$ cat src/assert_macros.svh
// Assertion macros shared by the mailbox/timer bridge RTL.
// No dependencies; include after the timescale line.
`ifndef ASSERT_MACROS_SVH
`define ASSERT_MACROS_SVH

// Same-cycle implication under reset.
`define ASSERT_IMPLIES(label, clk, rst_n, ante, cons, msg) \
  label: assert property (@(posedge clk) disable iff (!rst_n) (ante) |-> (cons)) \
    else $error(msg);

// Next-cycle implication under reset.
`define ASSERT_NEXT(label, clk, rst_n, ante, cons, msg) \
  label: assert property (@(posedge clk) disable iff (!rst_n) (ante) |=> (cons)) \
    else $error(msg);

`endif

$ cat src/schmt_pkg.sv
// Types and constants for the host/card mailbox bridge with timers.
// No dependencies.
`timescale 1ns / 1ps
package schmt_pkg;

  typedef enum logic [2:0] {
    FN_HOST_WR = 3'd0,
    FN_HOST_RD = 3'd1,
    FN_CARD_WR = 3'd2,
    FN_CARD_RD = 3'd3,
    FN_TICK    = 3'd4
  } func_t;

  localparam logic [3:0] HOST_DATA   = 4'd0;
  localparam logic [3:0] HOST_PEEK   = 4'd1;
  localparam logic [3:0] HOST_STATUS = 4'd2;
  localparam logic [3:0] BIT_SET     = 4'd3;
  localparam logic [3:0] CARD_DATA   = 4'd0;
  localparam logic [3:0] CARD_TAKE   = 4'd1;
  localparam logic [3:0] CARD_STATUS = 4'd2;

  localparam logic [1:0] HOST_GRP_TIMER = 2'b01;
  localparam logic [1:0] HOST_GRP_CTRL  = 2'b10;
  localparam logic [1:0] HOST_GRP_STAT  = 2'b11;
  localparam logic [1:0] TIMER_MODE_SEL = 2'd3;

  localparam logic [2:0] SEL_HOST_RX  = 3'd4;
  localparam logic [2:0] SEL_HOST_TX  = 3'd2;
  localparam logic [2:0] SEL_CARD_TX  = 3'd6;
  localparam logic [2:0] SEL_CARD_RX  = 3'd2;
  localparam logic [2:0] SEL_EXTRA    = 3'd5;

  localparam int unsigned EN_CARD_RX = 0;
  localparam int unsigned EN_HOST_TX = 1;
  localparam int unsigned EN_HOST_RX = 2;
  localparam int unsigned EN_CARD_TX = 3;

  localparam logic [7:0]  RD_UNMAPPED  = 8'hFF;
  localparam logic [7:0]  TSTAT_FIXED  = 8'h7C;
  localparam logic [16:0] RELOAD_ZERO  = 17'h10000;
  localparam logic [33:0] PROD_RESET   = 34'h1_0000_0000;

  typedef logic [15:0] latch_t;
  typedef logic [16:0] reload_t;

  function automatic reload_t reload_of(input latch_t l);
    reload_of = (l == '0) ? RELOAD_ZERO : {1'b0, l};
  endfunction

endpackage

$ cat src/schmt_if.sv
// Valid/ready channel interfaces for bus items and result items.
// Depends on nothing.
`timescale 1ns / 1ps
interface schmt_in_if;
  logic       valid;
  logic       ready;
  logic [2:0] func;
  logic [3:0] addr;
  logic [7:0] wdata;
  modport source (output valid, func, addr, wdata, input ready);
  modport sink   (input valid, func, addr, wdata, output ready);
endinterface

interface schmt_out_if;
  logic       valid;
  logic       ready;
  logic [7:0] rdata;
  logic       host_irq;
  logic       card_irq;
  modport source (output valid, rdata, host_irq, card_irq, input ready);
  modport sink   (input valid, rdata, host_irq, card_irq, output ready);
endinterface

$ cat src/sound_card_host_mailbox_timers.sv
// Host/card mailbox bridge with two timers; one result item per bus item.
// Result is registered, valid in the cycle after accept; throughput 1 item per
// cycle; the output register stalls intake only while a result waits on out_ch.ready.
// Synchronous active-low reset clears mailboxes, enables, timers and latches.
// Depends on schmt_pkg, schmt_if and assert_macros.svh.
`timescale 1ns / 1ps
`include "assert_macros.svh"
module sound_card_host_mailbox_timers #(
  parameter int A_PRESCALE = 4
) (
  input logic clk,
  input logic rst_n,
  schmt_in_if.sink    in_ch,
  schmt_out_if.source out_ch
);
  import schmt_pkg::*;

  localparam int PS_W = $clog2(A_PRESCALE + 1);
  localparam logic [PS_W-1:0] PS_LAST = PS_W'(A_PRESCALE);

  logic [7:0]  to_card_byte_r, to_card_byte_nxt;
  logic        to_card_full_r, to_card_full_nxt;
  logic [7:0]  to_host_byte_r, to_host_byte_nxt;
  logic        to_host_full_r, to_host_full_nxt;
  logic [3:0]  irq_en_r, irq_en_nxt;
  logic        extra_r, extra_nxt;
  logic [7:0]  tctl_r, tctl_nxt;
  logic [1:0]  tflags_r, tflags_nxt;
  logic [5:0]  mode_r [3];
  logic [5:0]  mode_nxt [3];
  latch_t      latch_r [3];
  latch_t      latch_nxt [3];
  logic [2:0]  hbn_r, hbn_nxt;
  logic [17:0] count_a_r, count_a_nxt;
  logic [33:0] count_b_r, count_b_nxt;
  logic [33:0] prod_r;
  logic [PS_W-1:0] ps_r, ps_nxt, ps_inc;
  reload_t     rel_a;

  logic        out_valid_r;
  logic [7:0]  rdata_r, rdata_nxt;
  logic        host_irq_r, card_irq_r;
  logic        acc;
  logic [3:0]  a;
  logic [7:0]  v;
  logic [1:0]  tsel;
  logic [1:0]  mch;
  logic        host_tx_irq, host_rx_irq, card_rx_irq, card_tx_irq;
  logic        host_pend;

  assign acc = in_ch.valid && in_ch.ready;
  assign in_ch.ready = !out_valid_r || out_ch.ready;
  assign a = in_ch.addr;
  assign v = in_ch.wdata;
  assign tsel = a[1:0];
  assign mch = v[7:6];
  assign rel_a = reload_of(latch_r[0]);
  assign ps_inc = ps_r + PS_W'(1);

  assign host_tx_irq = !to_card_full_r && irq_en_r[EN_HOST_TX];
  assign host_rx_irq = to_host_full_r && irq_en_r[EN_HOST_RX];
  assign card_rx_irq = to_card_full_r && irq_en_r[EN_CARD_RX];
  assign card_tx_irq = !to_host_full_r && irq_en_r[EN_CARD_TX];
  assign host_pend = (tflags_r != '0) || host_tx_irq || host_rx_irq;

  always_comb begin
    to_card_byte_nxt = to_card_byte_r;
    to_card_full_nxt = to_card_full_r;
    to_host_byte_nxt = to_host_byte_r;
    to_host_full_nxt = to_host_full_r;
    irq_en_nxt = irq_en_r;
    extra_nxt = extra_r;
    tctl_nxt = tctl_r;
    tflags_nxt = tflags_r;
    hbn_nxt = hbn_r;
    count_a_nxt = count_a_r;
    count_b_nxt = count_b_r;
    ps_nxt = ps_r;
    rdata_nxt = '0;
    for (int i = 0; i < 3; i++) begin
      mode_nxt[i] = mode_r[i];
      latch_nxt[i] = latch_r[i];
    end
    if (acc) begin
      case (func_t'(in_ch.func))
        FN_HOST_WR: begin
          if (a == HOST_PEEK) begin
            to_card_byte_nxt = v;
            to_card_full_nxt = 1'b1;
          end else if (a == BIT_SET) begin
            if (!v[7]) begin
              if (v[3:1] == SEL_HOST_RX) irq_en_nxt[EN_HOST_RX] = v[0];
              else if (v[3:1] == SEL_HOST_TX) irq_en_nxt[EN_HOST_TX] = v[0];
            end
          end else if (a[3:2] == HOST_GRP_TIMER) begin
            if (tsel == TIMER_MODE_SEL) begin
              for (int i = 0; i < 3; i++) begin
                if (mch == 2'(i)) begin
                  mode_nxt[i] = v[5:0];
                  hbn_nxt[i] = !v[4];
                end
              end
            end else begin
              for (int i = 0; i < 3; i++) begin
                if (tsel == 2'(i)) begin
                  if (hbn_r[i]) latch_nxt[i] = {v, latch_r[i][7:0]};
                  else latch_nxt[i] = {latch_r[i][15:8], v};
                  if (mode_r[i][5]) hbn_nxt[i] = !hbn_r[i];
                end
              end
              if (tsel == 2'd0) count_a_nxt = '0;
              else count_b_nxt = '0;
            end
          end else if (a[3:2] == HOST_GRP_CTRL) begin
            tctl_nxt = v;
            tflags_nxt = tflags_r & v[1:0];
          end
        end
        FN_HOST_RD: begin
          rdata_nxt = RD_UNMAPPED;
          if (a == HOST_DATA) begin
            rdata_nxt = to_host_byte_r;
            to_host_full_nxt = 1'b0;
          end else if (a == HOST_PEEK) begin
            rdata_nxt = to_card_byte_r;
          end else if (a == HOST_STATUS) begin
            rdata_nxt = {extra_r, 1'b0, to_host_full_r, irq_en_r[EN_HOST_RX],
                         host_rx_irq, irq_en_r[EN_HOST_TX], !to_card_full_r,
                         host_tx_irq};
          end else if (a[3:2] == HOST_GRP_STAT) begin
            rdata_nxt = {host_pend, 7'd0} | TSTAT_FIXED | {6'd0, tflags_r};
          end
        end
        FN_CARD_WR: begin
          if (a == CARD_DATA) begin
            to_host_byte_nxt = v;
            to_host_full_nxt = 1'b1;
          end else if (a == BIT_SET && !v[7]) begin
            if (v[3:1] == SEL_CARD_TX) irq_en_nxt[EN_CARD_TX] = v[0];
            else if (v[3:1] == SEL_CARD_RX) irq_en_nxt[EN_CARD_RX] = v[0];
            else if (v[3:1] == SEL_EXTRA) extra_nxt = v[0];
          end
        end
        FN_CARD_RD: begin
          rdata_nxt = RD_UNMAPPED;
          if (a == CARD_DATA) begin
            rdata_nxt = to_host_byte_r;
          end else if (a == CARD_TAKE) begin
            rdata_nxt = to_card_byte_r;
            to_card_full_nxt = 1'b0;
          end else if (a == CARD_STATUS) begin
            rdata_nxt = {!to_host_full_r, irq_en_r[EN_CARD_TX], extra_r, 1'b0,
                         card_tx_irq, irq_en_r[EN_CARD_RX], to_card_full_r,
                         card_rx_irq};
          end
        end
        FN_TICK: begin
          if (ps_inc >= PS_LAST) begin
            ps_nxt = '0;
            if (count_a_r == '0) begin
              count_a_nxt = (rel_a == 17'd1) ? 18'd1 : 18'(rel_a - 17'd1);
              tflags_nxt[0] = tflags_nxt[0] | tctl_r[2];
            end else if (count_a_r == 18'd1) begin
              count_a_nxt = 18'(rel_a);
              tflags_nxt[0] = tflags_nxt[0] | tctl_r[2];
            end else begin
              count_a_nxt = count_a_r - 18'd1;
            end
          end else begin
            ps_nxt = ps_inc;
          end
          if (count_b_r == '0) begin
            count_b_nxt = (prod_r == 34'd1) ? 34'd1 : prod_r - 34'd1;
            tflags_nxt[1] = tflags_nxt[1] | tctl_r[3];
          end else if (count_b_r == 34'd1) begin
            count_b_nxt = prod_r;
            tflags_nxt[1] = tflags_nxt[1] | tctl_r[3];
          end else begin
            count_b_nxt = count_b_r - 34'd1;
          end
        end
        default: begin
        end
      endcase
    end
  end

  always_ff @(posedge clk) begin
    if (!rst_n) begin
      to_card_byte_r <= '0;
      to_card_full_r <= 1'b0;
      to_host_byte_r <= '0;
      to_host_full_r <= 1'b0;
      irq_en_r <= '0;
      extra_r <= 1'b0;
      tctl_r <= '0;
      tflags_r <= '0;
      hbn_r <= '0;
      count_a_r <= '0;
      count_b_r <= '0;
      ps_r <= '0;
      prod_r <= PROD_RESET;
      out_valid_r <= 1'b0;
      for (int i = 0; i < 3; i++) begin
        mode_r[i] <= '0;
        latch_r[i] <= '0;
      end
    end else begin
      to_card_byte_r <= to_card_byte_nxt;
      to_card_full_r <= to_card_full_nxt;
      to_host_byte_r <= to_host_byte_nxt;
      to_host_full_r <= to_host_full_nxt;
      irq_en_r <= irq_en_nxt;
      extra_r <= extra_nxt;
      tctl_r <= tctl_nxt;
      tflags_r <= tflags_nxt;
      hbn_r <= hbn_nxt;
      count_a_r <= count_a_nxt;
      count_b_r <= count_b_nxt;
      ps_r <= ps_nxt;
      prod_r <= 34'(reload_of(latch_nxt[1])) * 34'(reload_of(latch_nxt[2]));
      for (int i = 0; i < 3; i++) begin
        mode_r[i] <= mode_nxt[i];
        latch_r[i] <= latch_nxt[i];
      end
      if (acc) out_valid_r <= 1'b1;
      else if (out_ch.ready) out_valid_r <= 1'b0;
    end
  end

  always_ff @(posedge clk) begin
    if (acc) begin
      rdata_r <= rdata_nxt;
      host_irq_r <= ((tflags_nxt != '0)
                     || (!to_card_full_nxt && irq_en_nxt[EN_HOST_TX])
                     || (to_host_full_nxt && irq_en_nxt[EN_HOST_RX]))
                    && tctl_nxt[7] && tctl_nxt[6];
      card_irq_r <= (to_card_full_nxt && irq_en_nxt[EN_CARD_RX])
                    || (!to_host_full_nxt && irq_en_nxt[EN_CARD_TX]);
    end
  end

  assign out_ch.valid = out_valid_r;
  assign out_ch.rdata = rdata_r;
  assign out_ch.host_irq = host_irq_r;
  assign out_ch.card_irq = card_irq_r;

  `ASSERT_IMPLIES(a_stall_only_on_full, clk, rst_n, !in_ch.ready, out_valid_r && !out_ch.ready, "intake stalled without a waiting result")
  `ASSERT_IMPLIES(a_count_a_range, clk, rst_n, 1'b1, count_a_r <= 18'(RELOAD_ZERO), "timer A count above reload range")
  `ASSERT_IMPLIES(a_prescale_range, clk, rst_n, 1'b1, ps_r < PS_LAST, "prescaler out of range")
  `ASSERT_NEXT(a_card_take_clears, clk, rst_n, acc && in_ch.func == FN_CARD_RD && in_ch.addr == CARD_TAKE, !to_card_full_r, "card take left mailbox full")

endmodule
$ cat src/flat_wrapper.sv
// flat-port wrapper written by rule: the top's interface ports become plain ports
module sound_card_host_mailbox_timers_flat import schmt_pkg::*;
#(
  parameter int A_PRESCALE = 4
)
  (clk, rst_n, in_ch_valid, in_ch_func, in_ch_addr, in_ch_wdata, in_ch_ready, out_ch_valid, out_ch_rdata, out_ch_host_irq, out_ch_card_irq, out_ch_ready);
  schmt_in_if in_ch_i ();
  schmt_out_if out_ch_i ();
  input logic clk;
  input logic rst_n;
  input wire logic [$bits(in_ch_i.valid)-1:0] in_ch_valid;
  input wire logic [$bits(in_ch_i.func)-1:0] in_ch_func;
  input wire logic [$bits(in_ch_i.addr)-1:0] in_ch_addr;
  input wire logic [$bits(in_ch_i.wdata)-1:0] in_ch_wdata;
  output wire logic [$bits(in_ch_i.ready)-1:0] in_ch_ready;
  output wire logic [$bits(out_ch_i.valid)-1:0] out_ch_valid;
  output wire logic [$bits(out_ch_i.rdata)-1:0] out_ch_rdata;
  output wire logic [$bits(out_ch_i.host_irq)-1:0] out_ch_host_irq;
  output wire logic [$bits(out_ch_i.card_irq)-1:0] out_ch_card_irq;
  input wire logic [$bits(out_ch_i.ready)-1:0] out_ch_ready;
  assign in_ch_i.valid = in_ch_valid;
  assign in_ch_i.func = in_ch_func;
  assign in_ch_i.addr = in_ch_addr;
  assign in_ch_i.wdata = in_ch_wdata;
  assign in_ch_ready = in_ch_i.ready;
  assign out_ch_valid = out_ch_i.valid;
  assign out_ch_rdata = out_ch_i.rdata;
  assign out_ch_host_irq = out_ch_i.host_irq;
  assign out_ch_card_irq = out_ch_i.card_irq;
  assign out_ch_i.ready = out_ch_ready;
  sound_card_host_mailbox_timers #(.A_PRESCALE(A_PRESCALE)) u_core (.clk(clk), .rst_n(rst_n), .in_ch(in_ch_i), .out_ch(out_ch_i));
endmodule
$ cat config.mk
export PLATFORM = sky130hd
export DESIGN_NAME = sound_card_host_mailbox_timers_flat
export DESIGN_NICKNAME = d
export VERILOG_FILES = /design/src/schmt_pkg.sv /design/src/schmt_if.sv /design/src/sound_card_host_mailbox_timers.sv /design/src/flat_wrapper.sv
export VERILOG_INCLUDE_DIRS = /design/src /design/src/src
export SDC_FILE = /design/constraint.sdc
export NUM_CORES = 1
export LEC_CHECK = 0
export BUFFER_PORTS_ARGS = -buffer_cell sky130_fd_sc_hd__buf_2
export CAP_MARGIN = 20
export CORE_ASPECT_RATIO = 1.1
export CORE_MARGIN = 1.5
export CORE_UTILIZATION = 50
export CTS_CLUSTER_DIAMETER = 80
export CTS_CLUSTER_SIZE = 16
export DETAILED_ROUTE_END_ITERATION = 6
export PLACE_DENSITY = 0.66
export SETUP_SLACK_MARGIN = 0.2
export SYNTH_ARGS = -nofsm -noshare
export SYNTH_HDL_FRONTEND = slang
export SYNTH_SLANG_ARGS = --single-unit
$ cat constraint.sdc
create_clock -name clk -period 11.2 [get_ports clk]
set_clock_uncertainty 0.15 [all_clocks]
set_input_delay 0.56 -clock clk [delete_from_list [all_inputs] [get_ports clk]]
set_output_delay 0.56 -clock clk [all_outputs]
set_load 0.01 [all_outputs]
==> results by group <==
Synth
  • Avg Inst Size Synth: 8.40 sq um
  • Async set-or-reset flop fraction in the synthesized netlist: 0%
  • Summed instance area of the synthesized netlist: 0.0193 sq mm
  • Cell types with the largest area share after synthesis: fa_1 23%, dfxtp_1 18%, ha_1 7.9%, nor2_1 6.5%, inv_1 5.6%
  • Share of the synthesized area in the top cell type: 23.3%
  • Top FF cell, synth: dfxtp_1
  • Largest area contributor in the synthesized netlist: fa_1
  • Yosys warning total: 0
  • Cells after Synth: 2294
  • Post-synthesis cell type count: 87
  • Number of synthesized flops with an enable pin: 10
  • Proportion of synthesized chip area in sequential cells: 19.5%
  • Net count after synthesis: 2658
  • Number of register bits inferred by synthesis: 183

Pwr
  • Clk pwr share: 25.1%
  • Power Total: 2.56 mW
  • Switching Power: 1.14 mW
  • Cell-internal power: 1.42 mW
  • Sw Ratio: 44.5%
  • Combinational share of power: 46.6%
  • Leak Pwr: 9.65 nW
  • Power share of the sequential group: 28.4%
  • Power per cell area: 126 mW/mm^2
  • Max VDD drop: 0.259 mV

Min path
  • Number of cells on the worst hold path: 3
  • Worst min-delay path endpoint: u_core.out_ch.valid
  • Path category of the worst min-delay check: input pin to flop
  • Min-Delay Startpoint: in_ch_valid

Final layout
  • Final core occ: 53.5%
  • Nets@finish: 2627
  • Post-route non-filler standard cell count: 2776
  • Number of antenna cells inserted: 0
  • Commonest non-fill, non-tap cells in the layout: 334 x nor2_1, 288 x inv_1, 254 x nand2_1
  • Most common cell after layout, fill and taps aside: nor2_1
  • Area overhead of the layout relative to synthesis: 5.71%
  • Fraction of layout instances using a drive strength above 1: 6.63%
  • Fillcell total: 3687

Worst setup path
  • Crit path capture type: flop
  • Combined buffer and inverter count along the critical path: 5
  • Largest delay contributor family on the critical path: adder cells
  • Worst flop-to-flop path endpoint: u_core.prod_r[32]
  • Startpoint of the worst register-to-register path: u_core.out_ch.valid
  • Arrival time of the worst setup path: 9270 ps
  • Critical path class: input pin to flop
  • Worst r2r path cells: 26
  • Worst Path Required: 11400 ps
  • CP peak stage delay: 810 ps
  • Max Fanout on Critical Path: 17
  • Sort of element at the start of the critical path: input pin
  • Cell seen most often among critical-path stages: fa_1
  • Register-to-register setup slack: 2140 ps
  • Library cell contributing the largest single delay on the critical path: and4b_1

Clock tree
  • Clock buffer depth: 2
  • Register clock-pin slew on the reported worst setup and hold paths: 80 ps
  • CTS H-Tree Depth: 4
  • Root Buffer Master: clkbuf_16
  • Number of buffers inserted to repair setup after CTS: 0
  • CTS Hold Buffers Added: 0
  • Cells resized by post-CTS repair: 0
  • Clock latency of the later-clocked register in the worst-skew pair: 460 ps
  • Clock sink total: 183
  • TritonCTS clock tree: built
  • Inserted Clock Buffers: 17

STA
  • # setup viols final: 0
  • Timing-limited maximum frequency: 0.110 GHz
  • Final Max Tran Viols: 0
  • Slew headroom: 22.7%
  • Hold violation total from the final report: 0
  • Unrepaired setup endpoints after global routing: false
  • Worst Tran Pin Value: 1130 ps
  • Final Worst Setup Slack: 2130 ps
  • Setup TNS: 0 ps
  • Part of the cycle the worst path needs: 81.0%
  • Fin crit period: 9070 ps

Floorplanning
  • Starting utilization of the core area: 50.6%
  • Count of standard-cell rows: 75
  • Horiz. Die Dim: 190 um
  • Core outline area: 0.0381 sq mm
  • Top-level I/O count: 31
  • Vertical extent of the die: 209 um
  • Floorplan die area: 0.0397 sq mm

Route
  • Vias per Instance: 5.88
  • Average wire per standard cell: 20.1 um
  • DR vias: 16.3k
  • Residual antenna-violating net count after detailed routing: 0
  • Routed WL: 55.8 mm
  • DRC viols: 0
  • Number of DRC markers after the initial detailed-route iteration: 1446
  • Drt first pass iters: 6

Global routing
  • Final global-route overflow total: 0
  • Met1 routing resource usage after global routing: 38.4%
  • Vias in the first global route: 16.1k
  • Initial antenna violation count: 2
  • GR Util All Layers: 28.8%
  • Grt met2 use: 46.6%
  • Met3 GRT Util: 3.46%
  • Global-route wire length before repair: 88.7 mm
  • Routing layer with the top usage in global route: met2
  • Largest net degree at the start of global routing: 65

Placed design
  • Port-buffer cells: 30
  • Placed Cells incl. Taps: 2740
  • RePlAce Congestion: 0.989
  • Pre-CTS setup slack: 1600 ps
  • Sum of net half-perimeters after detailed placement: 43.1 mm

Flow run
  • Max cap viols: 0

Run status
  • Outcome: finished, final reports clean
[layout make-up]
cell class	count	area, sq um	share of cell area (%)
tap	500	626	3.07
timing repair buffer	51	319	1.57
multi-input combinational	1721	14000	68.5
sequential	183	3760	18.5
clock buffer	17	425	2.09
clock inverter	15	203	0.995
inverter	289	1090	5.34
[synth_stat cells, drive strengths merged (4+ instances only)]
cell type and number:
nand2 257, o21a 4, clkbuf 76, edfxtp 10, buf 24, and4 4
a221o 4, o221ai 6, mux2i 81, o31ai 8, o211ai 6, o41ai 5
xor2 24, o32ai 4, o22ai 12, nor3b 9, nand3b 9, or2 9
a31oi 14, nor3 53, mux2 33, or4 13, and3 9, a21oi 75
or3 19, o21ai 98, ha 121, dfxtp 173, xnor2 39, a22oi 5
nand3 24, nand4 16, nor2b 9, nor2 338, and2 19, inv 289
a21o 21, nand2b 25, nor4 39, a22o 11, nand4b 6, a211oi 24
fa 224, a311oi 6
[power groups by stage]
stage | logic, mW | registers (mW) | clock network (mW)
final | 1.19 | 0.727 | 0.642
after global routing | 1.31 | 0.732 | 0.679
after CTS | 1.16 | 0.725 | 0.652
after detailed placement | 1.15 | 0.740 | 0
after global placement | 1.15 | 0.739 | 0
after floorplan | 0.960 | 0.732 | 0
[stage by stage]
| stage | hold WS, ps | area (sq um) |
|---|---|---|
| detailed placement | 329 | 19700 |
| CTS | 232 | 20300 |
| global route | 247 | 20400 |
| floorplan | 286 | 19300 |
| finish | 245 | 20400 |
| global placement | 294 | 19700 |
[state kept, by name, indices dropped and copies added, names as in the netlist]
register                flops
u_core.to_host_full_r       1
u_core.to_host_byte_r       8
u_core.tctl_r               4
u_core.mode_r               3
u_core.tflags_r             2
u_core.to_card_full_r       1
u_core.out_ch.rdata         8
u_core.count_b_r           34
u_core.out_ch.card_irq      1
u_core.to_card_byte_r       8
u_core.extra_r              1
u_core.out_ch.host_irq      1
u_core.irq_en_r             4
u_core.count_a_r           18
u_core.out_ch.valid         1
u_core.prod_r              34
u_core.ps_r                 3
u_core.latch_r             48
u_core.hbn_r                3
[layer usage]
| layer | up-vias | routed length [um] |
|---|---|---|
| met2 | 625 | 26400 |
| met1 | 8017 | 23300 |
| met5 | - | 0 |
| met3 | 127 | 3460 |
| li1 | 7542 | - |
| met4 | 0 | 2630 |
[worst max-delay path by stage]
stage	endpoint	slack (ps)	cells past startpoint	from
final	u_core.prod_r[32]	2130	27	in_ch_func[1]
after detailed placement	u_core.prod_r[32]	1600	26	in_ch_func[1]
after floorplan	u_core.prod_r[32]	3420	26	in_ch_func[2]
after CTS	u_core.prod_r[32]	2030	25	u_core.out_ch.valid
after global placement	u_core.prod_r[32]	1810	26	in_ch_func[1]
after global routing	u_core.prod_r[32]	1610	27	in_ch_func[1]
[cells by family after synthesis]
group,share of synthesized area (%)
flops,19.5
xor+xnor,2.86
mux,6.13
fa+ha+maj,31.1
compound gates,10.9
buf+inv,8.13
simple gates,21.3
[worst register-to-register path, stage by stage (launching register included)]
cell       delay, ps
dfxtp_1          330
nand2b_2         160
nand4_4          180
nor2_2           330
and4b_1          810
mux2i_1          660
buf_4            270
and4_1           260
and4_1           470
nand2_1          140
fa_1             510
fa_1             500
inv_1             50
fa_1             510
fa_1             440
fa_1             490
inv_1             50
fa_1             470
inv_1             40
ha_1             370
nand2_1           90
nor2_1           280
nand3_1          130
o211ai_1         410
a2111oi_0        210
o31ai_1          290
mux2_2           360
No activity file was read; power rests on OpenSTA's default activity.
